<file path="src/design/fbw_palette_ram.sv">
// Palette store: one write port and one registered read port.
module fbw_palette_ram #(
  parameter int DEPTH = 256,
  parameter int AW    = 8
) (
  input  logic          clk,
  input  logic          we,
  input  logic [AW-1:0] waddr,
  input  logic [15:0]   wdata,
  input  logic [AW-1:0] raddr,
  output logic [15:0]   rdata
);

  logic [15:0] mem [DEPTH];

  always_ff @(posedge clk) begin
    if (we) begin
      mem[waddr] <= wdata;
    end
    rdata <= mem[raddr];
  end

endmodule

</file>
<file path="config.mk">
export PLATFORM = sky130hd
export DESIGN_NAME = fbw_palette_ram
export DESIGN_NICKNAME = d
export VERILOG_FILES = /design/src/design/fbw_palette_ram.sv
export SDC_FILE = /design/constraint.sdc
export NUM_CORES = 2
export LEC_CHECK = 0
export BUFFER_PORTS_ARGS = -buffer_cell sky130_fd_sc_hd__clkbuf_2
export CAP_MARGIN = 15
export CORE_MARGIN = 2
export CORE_UTILIZATION = 25
export DETAILED_ROUTE_END_ITERATION = 10
export MAX_ROUTING_LAYER = met4
export PLACE_DENSITY = 0.37
export REMOVE_ABC_BUFFERS = 1
export SLEW_MARGIN = 20
export SYNTH_ARGS = -nofsm -noshare
export SYNTH_HDL_FRONTEND = slang
export SYNTH_SLANG_ARGS = --single-unit
</file>
<file path="constraint.sdc">
create_clock -name clk -period 3.4 [get_ports clk]
set_input_delay 0.68 -clock clk [delete_from_list [all_inputs] [get_ports clk]]
set_output_delay 0.68 -clock clk [all_outputs]
set_load 0.01 [all_outputs]
</file>
# Word level (Yosys, flattened, before mapping)
# Memories as Yosys holds them, arrays and structs flattened. A register that Yosys moved wholly into a read port is not among the register bits.
# Cells that the tools add are included.
[op_classes]
n_mux = 2
[op_table]
columns = ["op", "n"]
rows = [
  ["$mux W1", 2],
]
[totals]
ff_bits = 0
ramBits = 4096
out_inout_bits = 16
elab_cells = 3
mem_count = 1
[mem_list]
columns = ["name", "depth", "word_bits", "read_ports", "rd_clocked_by_memory_dff", "write_ports", "line_no", "rtl"]
rows = [
  ["mem", 256, 16, 1, 1, 1, "14", "logic [15:0] mem [DEPTH];"],
]

# Logic depth before layout (Yosys ltp)
[depth]
word_depth = 2
depth_mapped = 12
ltp_nobuf = 6

# Worst setup path after synthesis
# No wires, ideal clock.
[synth_path]
path_type = "in2reg"
from = "input port waddr[3]"
to = "memory mem[235][0], enable pin"
setup_ps = 388
arrival_time_ps = 2457
slack_ps = 555
path_stages = 6
path_buffers = 3
path_cell_list = "clkbuf_1 > nor2b_1 > clkbuf_1 > nand4_1 > clkbuf_1 > nor2_1"
[synth_lines]
columns = ["item", "line_no", "rtl"]
rows = [
  ["start, declared", "8", "input logic [AW-1:0] waddr,"],
  ["end, declared", "14", ""],
]
# No word-level cell before the write port.

==> results.json <==
{
  "drc_errors": 0,
  "clock_latency_ps": 1060,
  "final_common_cell": "edfxtp_1",
  "p_sw_share_pct": 22.4,
  "ys_ff_latch": 4112,
  "netlist_area_mm2": 0.159,
  "cts_buffers": 459,
  "period_share_pct": 99.1,
  "path_cells": "buf_12, buf_4, buf_4, buf_4, mux4_2, mux4_2, a22o_1, o32ai_1, buf_4, nor4_1",
  "place_congestion": 0.789,
  "path_depth": 10,
  "arrival_ps": 4230,
  "grt_pass1_vias": 82500,
  "p_int_mw": 85.7,
  "rsz0062_at_grt": "false",
  "p_clk_share_pct": 43.4,
  "drt-total-wl_um": 523000,
  "rr_startpoint": "mem[131][5]$_DFFE_PP_",
  "synth-edff-count": 4096,
  "slowest_delay_ps": 830,
  "endpoint_kind": "flip-flop",
  "synthSimpleGateAreaFrac_pct": 1.57,
  "synth_compound_area_share_pct": 3.54,
  "skew_ps": 74.2,
  "synth_top_family_by_area": "multiplexers",
  "final_cells": 17300,
  "reg2reg_depth": 8,
  "pin_count": 50,
  "chipHeight_um": 801,
  "initial_utilization_pct": 25.1,
  "power_frac_seq_pct": 50.8,
  "htree_levels": 5,
  "cts.sinks": 4112,
  "min-delay-path-class": "in -> reg",
  "finalSetupViolCount": 0,
  "dp_cells": 16400,
  "drt_first_pass_iters": 8,
  "whs_ps": 145,
  "powerDensity_mw_per_mm2": 572,
  "crit_family": "compound AO/OA/AOI/OAI gates",
  "switching_power_mw": 24.7,
  "critical_path_class": "in -> reg",
  "cp-start-kind": "primary input",
  "fmax_mhz": 297,
  "worstMarginPinSlew_ps": 1180,
  "final.fill_count": 60900,
  "setup_slack_ps": 32.0,
  "hold_depth": 1,
  "critPathRequiredTime_ps": 4270,
  "overflow": 0,
  "yosysSeqAreaShare_pct": 77.7,
  "synth_xor_area_share_pct": 0,
  "path_buf_inv": 5,
  "antenna_found_initial": 53,
  "synth.distinct_cells": 52,
  "crit_fanout": 14,
  "finalMaxSlewViolations": 0,
  "row_count": 292,
  "clk_path_buf_depth": 4,
  "cts_tree": "yes",
  "synth-warning-count": 0,
  "die_w_um": 801,
  "vdd_ir_drop_max_mv": 0.498,
  "min-delay-start": "wdata[0]",
  "hold_viol": 0,
  "cellLeakagePower_nw": 61.2,
  "via_count": 80300,
  "post-dp-hpwl_um": 334000,
  "drt_iter0_markers": 7979,
  "io_buffer_count": 49,
  "status": "finished clean",
  "grt_pass1_wl_um": 714000,
  "vias_per_cell": 4.64,
  "synthAdderAreaFrac_pct": 0,
  "worstReg2RegEnd": "rdata[5]$_DFF_P_",
  "combPwrFrac_pct": 5.9,
  "crit_path_top_delay_cell": "o32ai_1",
  "postRouteAntennaNets": 0,
  "hold_end": "mem[138][0]$_DFFE_PP_",
  "wl_per_cell_um": 30.3,
  "syn_inst": 7360,
  "synth_ff_type": "edfxtp_1",
  "cts_root_buf": "clkbuf_16",
  "cpMostUsedCell": "buf_4",
  "cts.clk_slew.worst_paths_ps": 60,
  "setup_tns_ps": 0,
  "grt_max_degree": 101,
  "r2r_setup_slack_ps": 70,
  "synth.area.mux_share_pct": 15.5,
  "groute.usage.overall_pct": 16.3,
  "nNetsFinal": 8552,
  "min_period_ps": 3370,
  "layout_common_cells": "edfxtp_1 (4,096), buf_4 (891), mux4_2 (797)",
  "cap_violations": 0,
  "area_growth_syn_to_layout_pct": 21.5,
  "layout-drive-gt1-share_pct": 32.3,
  "slew_headroom_pct": 20.8,
  "syn_area_per_cell_um2": 21.6,
  "coreArea_mm2": 0.632,
  "place_ws_ps": -1070,
  "async_flop_share_pct": 0,
  "die_area_mm2": 0.641
}
[worst reg2reg max path: stages (launching register included)]
cell,delay (ps)
edfxtp_1,360
mux4_2,460
mux2_2,330
a221oi_1,750
o31ai_1,340
buf_12,220
o32ai_1,430
buf_4,240
nor4_1,50
[metrics by stage]
step | instance area [µm²] | power (mW) | utilization (%)
floorplan | 156000 | 59.1 | -
global placement | 178000 | 63.7 | 28.2
detailed placement | 178000 | 63.8 | 28.2
CTS | 193000 | 112 | 30.5
global route | 193000 | 114 | 30.5
finish | 193000 | 110 | 30.5
[flip-flops by register name, indices dropped and copies added (netlist names)]
| name | count |
|---|---|
| rdata | 16 |
| mem | 4096 |
[cell families after synthesis]
family,Yosys count
multiplexers,1450
AO/OA/AOI/OAI,786
buffers and inverters,456
AND/OR/NAND/NOR,556
flip-flops,4112
[Yosys cell counts (17+ instances only)]
cell type / n / area, µm²
buf_4: 26 / 195
mux2_2: 88 / 991
nand4_1: 26 / 163
buf_6: 77 / 867
a221oi_1: 28 / 245
a21oi_1: 175 / 876
nor2_1: 304 / 1140
nor3_1: 92 / 460
o22ai_1: 148 / 926
mux4_2: 797 / 17900
o21ai_0: 37 / 185
buf_1: 27 / 101
edfxtp_1: 4096 / 123000
nand3_1: 35 / 175
buf_2: 76 / 380
mux2i_1: 565 / 5660
a22o_1: 32 / 280
a22oi_1: 43 / 323
nand2_1: 38 / 143
clkbuf_1: 230 / 863
o221ai_1: 252 / 2210
o32ai_1: 20 / 175
a211oi_1: 18 / 135
nor4_1: 17 / 106
[metal layers]
| layer | vias up | routed length, µm | part of all wire (%) | global-route usage (%) |
|---|---|---|---|---|
| met5 | - | 0 | 0 | - |
| met4 | 0 | 10800 | 2.1 | 3.23 |
| met3 | 577 | 22400 | 4.3 | 1.98 |
| met2 | 2004 | 255000 | 49 | 26.7 |
| met1 | 44000 | 235000 | 45 | 22.1 |
| li1 | 33700 | - | - | - |
[final cells by class]
cell class                      count  area (µm²)  area share, %
Inverter                            4        27.5         0.0143
Timing Repair Buffer             1149       11300           5.87
Sequential cell                  4112      123000           63.9
Multi-Input combinational cell   2792       33400           17.3
Clock buffer                      593       12200           6.35
Tap cell                         8379       10500           5.44
Clock inverter                    246        2060           1.07
Antenna cell                       17        42.5         0.0221
[worst max-delay path by stage]
stage,from,end
CTS,mem[139][7]$_DFFE_PP_,rdata[7]$_DFF_P_
global route,raddr[0],rdata[7]$_DFF_P_
floorplan,raddr[2],rdata[4]$_DFF_P_
finish,raddr[0],rdata[5]$_DFF_P_
detailed placement,raddr[0],rdata[8]$_DFF_P_
global placement,raddr[0],rdata[14]$_DFF_P_
[power groups by stage]
| stage | registers, mW | clock network, mW | logic (mW) |
|---|---|---|---|
| floorplan | 57.0 | 0 | 2.06 |
| global placement | 57.1 | 0 | 6.58 |
| detailed placement | 57.1 | 0 | 6.64 |
| CTS | 56.1 | 49.2 | 6.65 |
| global route | 56.0 | 51.1 | 6.85 |
| finish | 56.0 | 47.8 | 6.48 |
[repair_timing]
item                                    4_1_cts  5_1_grt
endpoints found under the setup margin        0        1
gates resized for setup                       0        1
hold buffers                                  1        0
buffers inserted                              0        0
hold endpoints to repair                     17        0
No activity file was read; power rests on OpenSTA's default activity.
