File: src/design/fbw_pkg.sv
// Shared types, codes and helper functions for the framebuffer window writer.
package fbw_pkg;

  // Transaction kinds on the command port
  typedef enum logic [2:0] {
    KIND_SET_WINDOW   = 3'd0,
    KIND_WRITE_PIXEL  = 3'd1,
    KIND_WRITE_PACKED = 3'd2,
    KIND_SET_PIXEL_AT = 3'd3,
    KIND_LOAD_PALETTE = 3'd4,
    KIND_READ_PIXEL   = 3'd5
  } kind_t;

  // Configuration register indexes
  localparam logic CFG_SURFACE_WIDTH  = 1'b0;
  localparam logic CFG_SURFACE_HEIGHT = 1'b1;

  localparam int CFG_W = 9;
  localparam logic [CFG_W-1:0] CFG_RESET_SIZE = 9'd256;

  typedef struct packed {
    logic [7:0] x;
    logic [7:0] y;
  } cursor_t;

  typedef struct packed {
    logic [7:0] left;
    logic [7:0] top;
    logic [7:0] right;
    logic [7:0] bottom;
  } window_t;

  // Index mask for a packed width; zero for an unsupported width
  function automatic logic [7:0] fbw_index_mask(input logic [3:0] bits);
    logic [7:0] m;
    case (bits)
      4'd1:    m = 8'h01;
      4'd2:    m = 8'h03;
      4'd4:    m = 8'h0F;
      4'd8:    m = 8'hFF;
      default: m = 8'h00;
    endcase
    return m;
  endfunction

  // Indices per byte for a packed width; zero for an unsupported width
  function automatic logic [3:0] fbw_per_byte(input logic [3:0] bits);
    logic [3:0] n;
    case (bits)
      4'd1:    n = 4'd8;
      4'd2:    n = 4'd4;
      4'd4:    n = 4'd2;
      4'd8:    n = 4'd1;
      default: n = 4'd0;
    endcase
    return n;
  endfunction

  // Raster step inside the window; compares in 9 bits so 255+1 wraps
  function automatic cursor_t fbw_cursor_step(input cursor_t c, input window_t w);
    logic [8:0] nx;
    logic [8:0] ny;
    cursor_t r;
    nx = {1'b0, c.x} + 9'd1;
    ny = {1'b0, c.y};
    if (nx > {1'b0, w.right}) begin
      nx = {1'b0, w.left};
      ny = ny + 9'd1;
    end
    if (ny > {1'b0, w.bottom}) begin
      ny = {1'b0, w.top};
    end
    r.x = nx[7:0];
    r.y = ny[7:0];
    return r;
  endfunction

endpackage

File: src/design/fbw_addr_gen.sv
// Surface bounds check and row-major address for one pixel position.
module fbw_addr_gen import fbw_pkg::*; #(
  parameter int MAX_WIDTH  = 256,
  parameter int MAX_HEIGHT = 256,
  parameter int AW         = 16
) (
  input  logic [CFG_W-1:0] surface_width,
  input  logic [CFG_W-1:0] surface_height,
  input  logic [7:0]       x,
  input  logic [7:0]       y,
  output logic             in_bounds,
  output logic [AW-1:0]    addr
);

  // Sum width: 8 x 9 bit product plus column, or the address width if larger
  localparam int SW = (AW > 17) ? AW : 17;

  logic [CFG_W-1:0] eff_width;
  logic [CFG_W-1:0] eff_height;
  logic [SW-1:0]    full_addr;

  // Register values above the store size saturate to it
  assign eff_width  = (32'(surface_width) > MAX_WIDTH) ? CFG_W'(MAX_WIDTH) : surface_width;
  assign eff_height = (32'(surface_height) > MAX_HEIGHT) ? CFG_W'(MAX_HEIGHT)
                                                         : surface_height;

  assign in_bounds = ({1'b0, x} < eff_width) && ({1'b0, y} < eff_height);

  // Row stride follows the effective width
  assign full_addr = SW'(y) * SW'(eff_width) + SW'(x);
  assign addr      = full_addr[AW-1:0];

endmodule

File: config.mk
export PLATFORM = sky130hd
export DESIGN_NAME = fbw_addr_gen
export DESIGN_NICKNAME = d
export VERILOG_FILES = /design/src/design/fbw_pkg.sv /design/src/design/fbw_addr_gen.sv
export SDC_FILE = /design/constraint.sdc
export NUM_CORES = 1
export LEC_CHECK = 0
export BUFFER_PORTS_ARGS = -buffer_cell sky130_fd_sc_hd__buf_2
export CAP_MARGIN = 15
export CORE_MARGIN = 10
export CORE_UTILIZATION = 25
export DETAILED_ROUTE_END_ITERATION = 10
export GPL_TIMING_DRIVEN = 0
export PLACE_DENSITY = 0.42
export SYNTH_ARGS = -nofsm -noshare
export SYNTH_HDL_FRONTEND = slang
export SYNTH_SLANG_ARGS = --single-unit
File: constraint.sdc
create_clock -name vclk -period 9.7
set_input_delay 0.97 -clock vclk [all_inputs]
set_output_delay 0.97 -clock vclk [all_outputs]
set_load 0.03 [all_outputs]
Yosys cells after proc, flatten, opt, wreduce, memory -nomap -nowiden
Cells that the tools add are included.

cells by class
  magnitude comparators = 4
  $mul = 1
  muxes and demuxes = 2
  $add $sub $neg = 1
  reductions and logical operators = 1

operators with widths
  kind                  number
  $gt A9 B9 Y1 const B  2
  $lt A8 B9 Y1          2
  $mux W9               2
  $add A16 B8 Y16       1
  $mul A8 B9 Y16        1
  $logic_and A1 B1 Y1   1

word-level totals
  output and inout bits = 17
  input port bits = 34
  bits in registers = 0
  word-level logic and storage cells = 9

Longest topological paths before layout
Gate-level depths: netlist of the first run.

  word-level depth = 4
  depth in mapped cells = 17
  gate-level depth less buffers = 16

Least setup slack after synthesis of the first run
No wires, ideal clock.

  path type = input port to output port
  from = in surface_width[8]
  to = out addr[14]
  buffers on the path = 1
  data arrival time = 5.278 ns
  stages = 15
  setup slack = 3.452 ns
  path through = clkbuf_1 nor2b_1 and2_1 fa_1 fa_1 fa_1 inv_1 fa_1 inv_1 ha_1 inv_1 or3_1 o21ai_1 a41oi_1 xnor2_1

on the way
  longest elaborated chain between the ends = 4

RTL lines
  element             line                source
  start: declaration  fbw_addr_gen.sv:7   input logic [CFG_W-1:0] surface_width,
  $gt A9 B9 Y1        fbw_addr_gen.sv:23  assign eff_width = (32'(surface_width) > MAX_WIDTH) ? CFG_W'(MAX_WIDTH) : surface_width;
  $mux W9 *           fbw_addr_gen.sv:23
  $mul A8 B9 Y16 *    fbw_addr_gen.sv:30  assign full_addr = SW'(y) * SW'(eff_width) + SW'(x);
  $add A16 B8 Y16 *   fbw_addr_gen.sv:30
  end: declaration    fbw_addr_gen.sv:12  output logic [AW-1:0] addr

Mark *: on every way between the ends. The rest lies on a longest branch, timed or not.

Worst setup path in the final report of the first run
  from = in surface_width[8]
  to = out addr[13]

Same word-level chain as after synthesis.

==> results of run 1 <==
## cell type report
type               count  area, um2  area share, %
repair buffers        50      250.2          7.443
multi-input cells    259       2557          76.07
plain buffers          9      41.29          1.228
inverters             89      334.1          9.937
well taps            143      178.9          5.322
## final timing paths
kind              cells after the start  slack (ns)        to
setup / recovery                     17        2.70  addr[13]
hold / removal                        3        2.33   addr[0]
## cells in the mapped netlist (3+ instances only)
cell type and count:
a211oi_1 4, a21oi_1 10, clkbuf_1 7, nand2_1 41, nor2_1 5, ha_1 50, and2_1 41, nand3_1 3
a21o_1 6, o21ai_0 4, fa_1 49, nor2b_1 9, inv_1 88, o211ai_1 3, and2_2 3, xnor2_1 13
## through the flow
step                      hold WS [ns]  util (%)
after CTS                        2.337     29.32
after global placement           2.335     29.32
after floorplan                  2.157         -
after detailed placement         2.335     29.32
after global routing             2.358     29.32
final                            2.334     29.32
## per-layer routing
metal | part of all wire (%) | global-route usage, % | vias to the layer above
li1 | - | - | 1188
met2 | 52 | 15.26 | 24
met5 | 0 | 0 | -
met3 | 2.3 | 0.7031 | 2
met1 | 45 | 11.50 | 1192
met4 | 0.25 | 0.1987 | 0
## logic make-up (layout without fill, tap and decap cells)
kind of cell	Yosys count	in the layout	synth area share (%)
AND/OR/NAND/NOR	108	108	19.11
adder cells (fa/ha/maj)	99	99	54.78
buffers and inverters	98	148	12.80
AO/OA/AOI/OAI	37	37	8.831
XOR/XNOR	15	15	4.480
## report_power, final
part           switching [W]  total, W  internal [W]
combinational       0.000283  0.000440      0.000157
sequential                 0         0             0
clock                      0         0             0
total               0.000283  0.000440      0.000157
## worst max-delay path: stages
cell and delay [ns]:
buf_2 0.16, clkbuf_1 0.26, nor2b_1 0.54, nand2_1 0.16
fa_1 0.53, fa_1 0.54, inv_1 0.05, fa_1 0.53
inv_1 0.05, fa_1 0.52, inv_1 0.04, ha_1 0.33
a21oi_1 0.34, a31oi_1 0.27, o41ai_2 0.36, xnor2_1 0.15
buf_2 0.22
==> impl_metrics.json, run 1 <==
{
  "status": "complete, no violations",
  "seq_cell_count": 0,
  "die_w_um": 128.3,
  "power.leakage_nw": 1.825,
  "setup_ws_ns": 2.701,
  "row_count": 39,
  "grt_antenna_before_repair": 0,
  "report.final.slew_viol_count": 0,
  "finalPower_w": 0.0004396,
  "final_cell_mix": "88 x inv_1, 50 x ha_1, 50 x buf_2",
  "finalNetCount": 542,
  "drt_iter0_drc": 32,
  "fmax_mhz": 142.9,
  "required_ns": 8.73,
  "start_util_pct": 25.58,
  "synth_area_um2": 2933,
  "via_count": 2406,
  "fin_crit_ns": 6.999,
  "final_area_um2": 3362,
  "holdCritStartpoint": "x[0]",
  "drive_gt1_share_pct": 13.76,
  "fillers": 1252,
  "drc_errors": 0,
  "die_area_um2": 16460,
  "instances_no_fill": 550,
  "final_antenna_net_count": 0,
  "synth_cell_types": 33,
  "yosysTopAreaCell": "fa_1",
  "ys_warn_count": 0,
  "nClkBuffers": 0,
  "place_area_um2": 3362,
  "wirelength_um": 7101,
  "cp.arrival_ns": 6.03,
  "rsz0062_at_grt": "false",
  "peakVddDrop_mv": 0.06505,
  "place.detailed.hpwl_um": 6274,
  "power_density_nw_per_um2": 130.8,
  "maxCapViolCount": 0,
  "core_um2": 11470,
  "cts_setup_buffers": 0,
  "insertedDiodeCount": 0,
  "cp-end-kind": "output port",
  "setup_tns_ns": 0,
  "grt_usage_pct": 8.548,
  "startpoint_type": "input port",
  "synthToLayoutAreaGrowth_pct": 14.63,
  "syn-num-nets": 490,
  "hp-class": "in2out",
  "yosysTopAreaCellShare_pct": 33.45,
  "via_per_inst": 4.375,
  "crit_fanout": 10,
  "place_congestion": 0.7363,
  "syn-instance-count": 357,
  "dp_slack_ns": 2.585,
  "grt_pass1_vias": 2514,
  "tightest_slew_ns": 0.6460,
  "cts_resized": 0,
  "grt_max_degree": 11,
  "ys_seq_area_share_pct": 0,
  "drt_pass1_iterations": 4,
  "wire_per_inst_um": 12.91,
  "relSlewSlack_pct": 56.85,
  "portBuffers": 50,
  "avgSynthCellArea_um2": 8.215,
  "criticalPathCategory": "in2out",
  "startpoint": "surface_width[8]",
  "final.period_utilization_pct": 72.15,
  "die_h_um": 128.3,
  "pin_count": 51,
  "grt_first_pass_wirelength_um": 11960,
  "setup_viol": 0,
  "synth.area.top_cells": "fa_1 33%, ha_1 21%, inv_1 11%",
  "final-seq-area_um2": 0,
  "final_common_cell": "inv_1",
  "hold_viol": 0,
  "dp_cells": 550,
  "postCtsHoldBufs": 0,
  "gr-total-overflow": 0
}
(Power assumes the default switching activity.)
==> run 2, diff against run 1 <==
--- a/config.mk
+++ b/config.mk
@@ -11,7 +11,7 @@
 export CORE_UTILIZATION = 25
 export DETAILED_ROUTE_END_ITERATION = 10
 export GPL_TIMING_DRIVEN = 0
-export PLACE_DENSITY = 0.42
+export PLACE_DENSITY = 0.43
 export SYNTH_ARGS = -nofsm -noshare
 export SYNTH_HDL_FRONTEND = slang
 export SYNTH_SLANG_ARGS = --single-unit
==> constraint.sdc (replaced) <==
create_clock -name vclk -period 6.3
set_input_delay 0.63 -clock vclk [all_inputs]
set_output_delay 0.63 -clock vclk [all_outputs]
set_load 0.03 [all_outputs]
==> run 2 against run 1 <==
Effect of this change: combinational power up 55%; cell area up 0.48%; via count down 0.29%; critical endpoint unchanged; highest routed layer is now met3.
==> impl_metrics.json, run 2 (synthesis results as in run 1) <==
{
  "die_h_um": 128.3,
  "critPathMostFrequentCell": "fa_1",
  "finalNetCount": 542,
  "row_count": 39,
  "final_area_um2": 3378,
  "rsz0062_at_grt": "true",
  "criticalPathCategory": "in2out",
  "startpoint_type": "input port",
  "drc_errors": 0,
  "gr-total-overflow": 0,
  "start_util_pct": 25.58,
  "crit_fanout": 10,
  "final-seq-area_um2": 0,
  "slowest_delay_ns": 0.54,
  "insertedDiodeCount": 0,
  "final_common_cell": "inv_1",
  "status": "complete, no violations",
  "via_per_inst": 4.362,
  "place.detailed.hpwl_um": 6219,
  "die_area_um2": 16460,
  "peakVddDrop_mv": 0.07681,
  "report.final.slew_viol_count": 0,
  "power_density_nw_per_um2": 202.2,
  "setup_ws_ns": 0.3081,
  "final_cell_mix": "88 x inv_1, 50 x ha_1, 50 x buf_2",
  "relSlewSlack_pct": 68.91,
  "cp_slowest_cell": "fa_1",
  "fin_crit_ns": 5.992,
  "hp-class": "in2out",
  "grt_first_pass_wirelength_um": 11650,
  "wire_per_inst_um": 12.81,
  "wirelength_um": 7048,
  "die_w_um": 128.3,
  "grt_usage_pct": 8.321,
  "final_antenna_net_count": 0,
  "hold_viol": 0,
  "cp_top_family": "adder cells",
  "place_congestion": 0.7614,
  "core_um2": 11470,
  "drt_iter0_drc": 59,
  "via_count": 2399,
  "final.period_utilization_pct": 95.11,
  "power.leakage_nw": 1.838,
  "fmax_mhz": 166.9,
  "place_area_um2": 3362,
  "cp.arrival_ns": 5.36,
  "path_buf_inv": 6,
  "portBuffers": 50,
  "synthToLayoutAreaGrowth_pct": 15.19,
  "drive_gt1_share_pct": 14.50,
  "grt_pass1_vias": 2442,
  "tightest_slew_ns": 0.4663,
  "setup_viol": 0,
  "seq_cell_count": 0,
  "crit_chain": "buf_2 > clkbuf_2 > nor2b_4 > nand2_1 > fa_1 > fa_1 > inv_1 > fa_1 > inv_1 > fa_1 > inv_1 > ha_1 > a21oi_1 > a31oi_1 > o41ai_2 > xnor2_1 > buf_2",
  "pin_count": 51,
  "required_ns": 5.67,
  "grt_antenna_before_repair": 0,
  "maxCapViolCount": 0,
  "dp_slack_ns": -0.1197,
  "nClkBuffers": 0,
  "drt_pass1_iterations": 6,
  "cts_setup_buffers": 0,
  "grt_max_degree": 11,
  "cp-end-kind": "output port"
}
[run 2: cell counts in the layout (fill, tap and decap cells not counted)]
No cell type changed its count.
[run 2: area by class of cell]
class | instances | area [um2]
tap | 143 | 178.9
multi-input combinational | 259 | 2572
buffer | 9 | 42.54
timing repair buffer | 50 | 250.2
fill | 1247 | 8089
inverter | 89 | 334.1
[run 2: through the flow]
step	power [W]	hold slack, ns	setup TNS (ns)	std cells	utilization [%]
2_1_floorplan	0.0005198	1.477	0	357	-
3_3_place_gp	0.0006960	1.657	-0.07366	550	29.32
3_5_place_dp	0.0006985	1.668	-0.1896	550	29.32
4_1_cts	0.0007034	1.668	0	550	29.36
5_1_grt	0.0007739	1.678	-0.007984	550	29.46
6_report	0.0006829	1.654	0	550	29.46
[run 2: worst paths after layout]
path / startpoint / endpoint / slack (ns) / cells after the start
max: surface_width[8] / addr[13] / 0.31 / 17
min: x[0] / addr[0] / 1.65 / 3
[run 2: metal layers]
| layer | vias to the layer above | GRT usage, % | routed length (um) |
|---|---|---|---|
| li1 | 1191 | - | - |
| met1 | 1162 | 11.36 | 3219 |
| met2 | 46 | 14.69 | 3535 |
| met3 | 0 | 0.7444 | 293 |
| met4 | 0 | 0 | 0 |
| met5 | - | 0 | 0 |
[run 2: timing repair]
item                       4_1_cts  5_1_grt
cloned                           0        0
resized for setup                2        4
hold buffers                     0        0
setup endpoints to repair        4        5
[run 2: power breakdown]
group          switching (W)  internal [W]
Clock                      0             0
Combinational       0.000440      0.000243
Sequential                 0             0
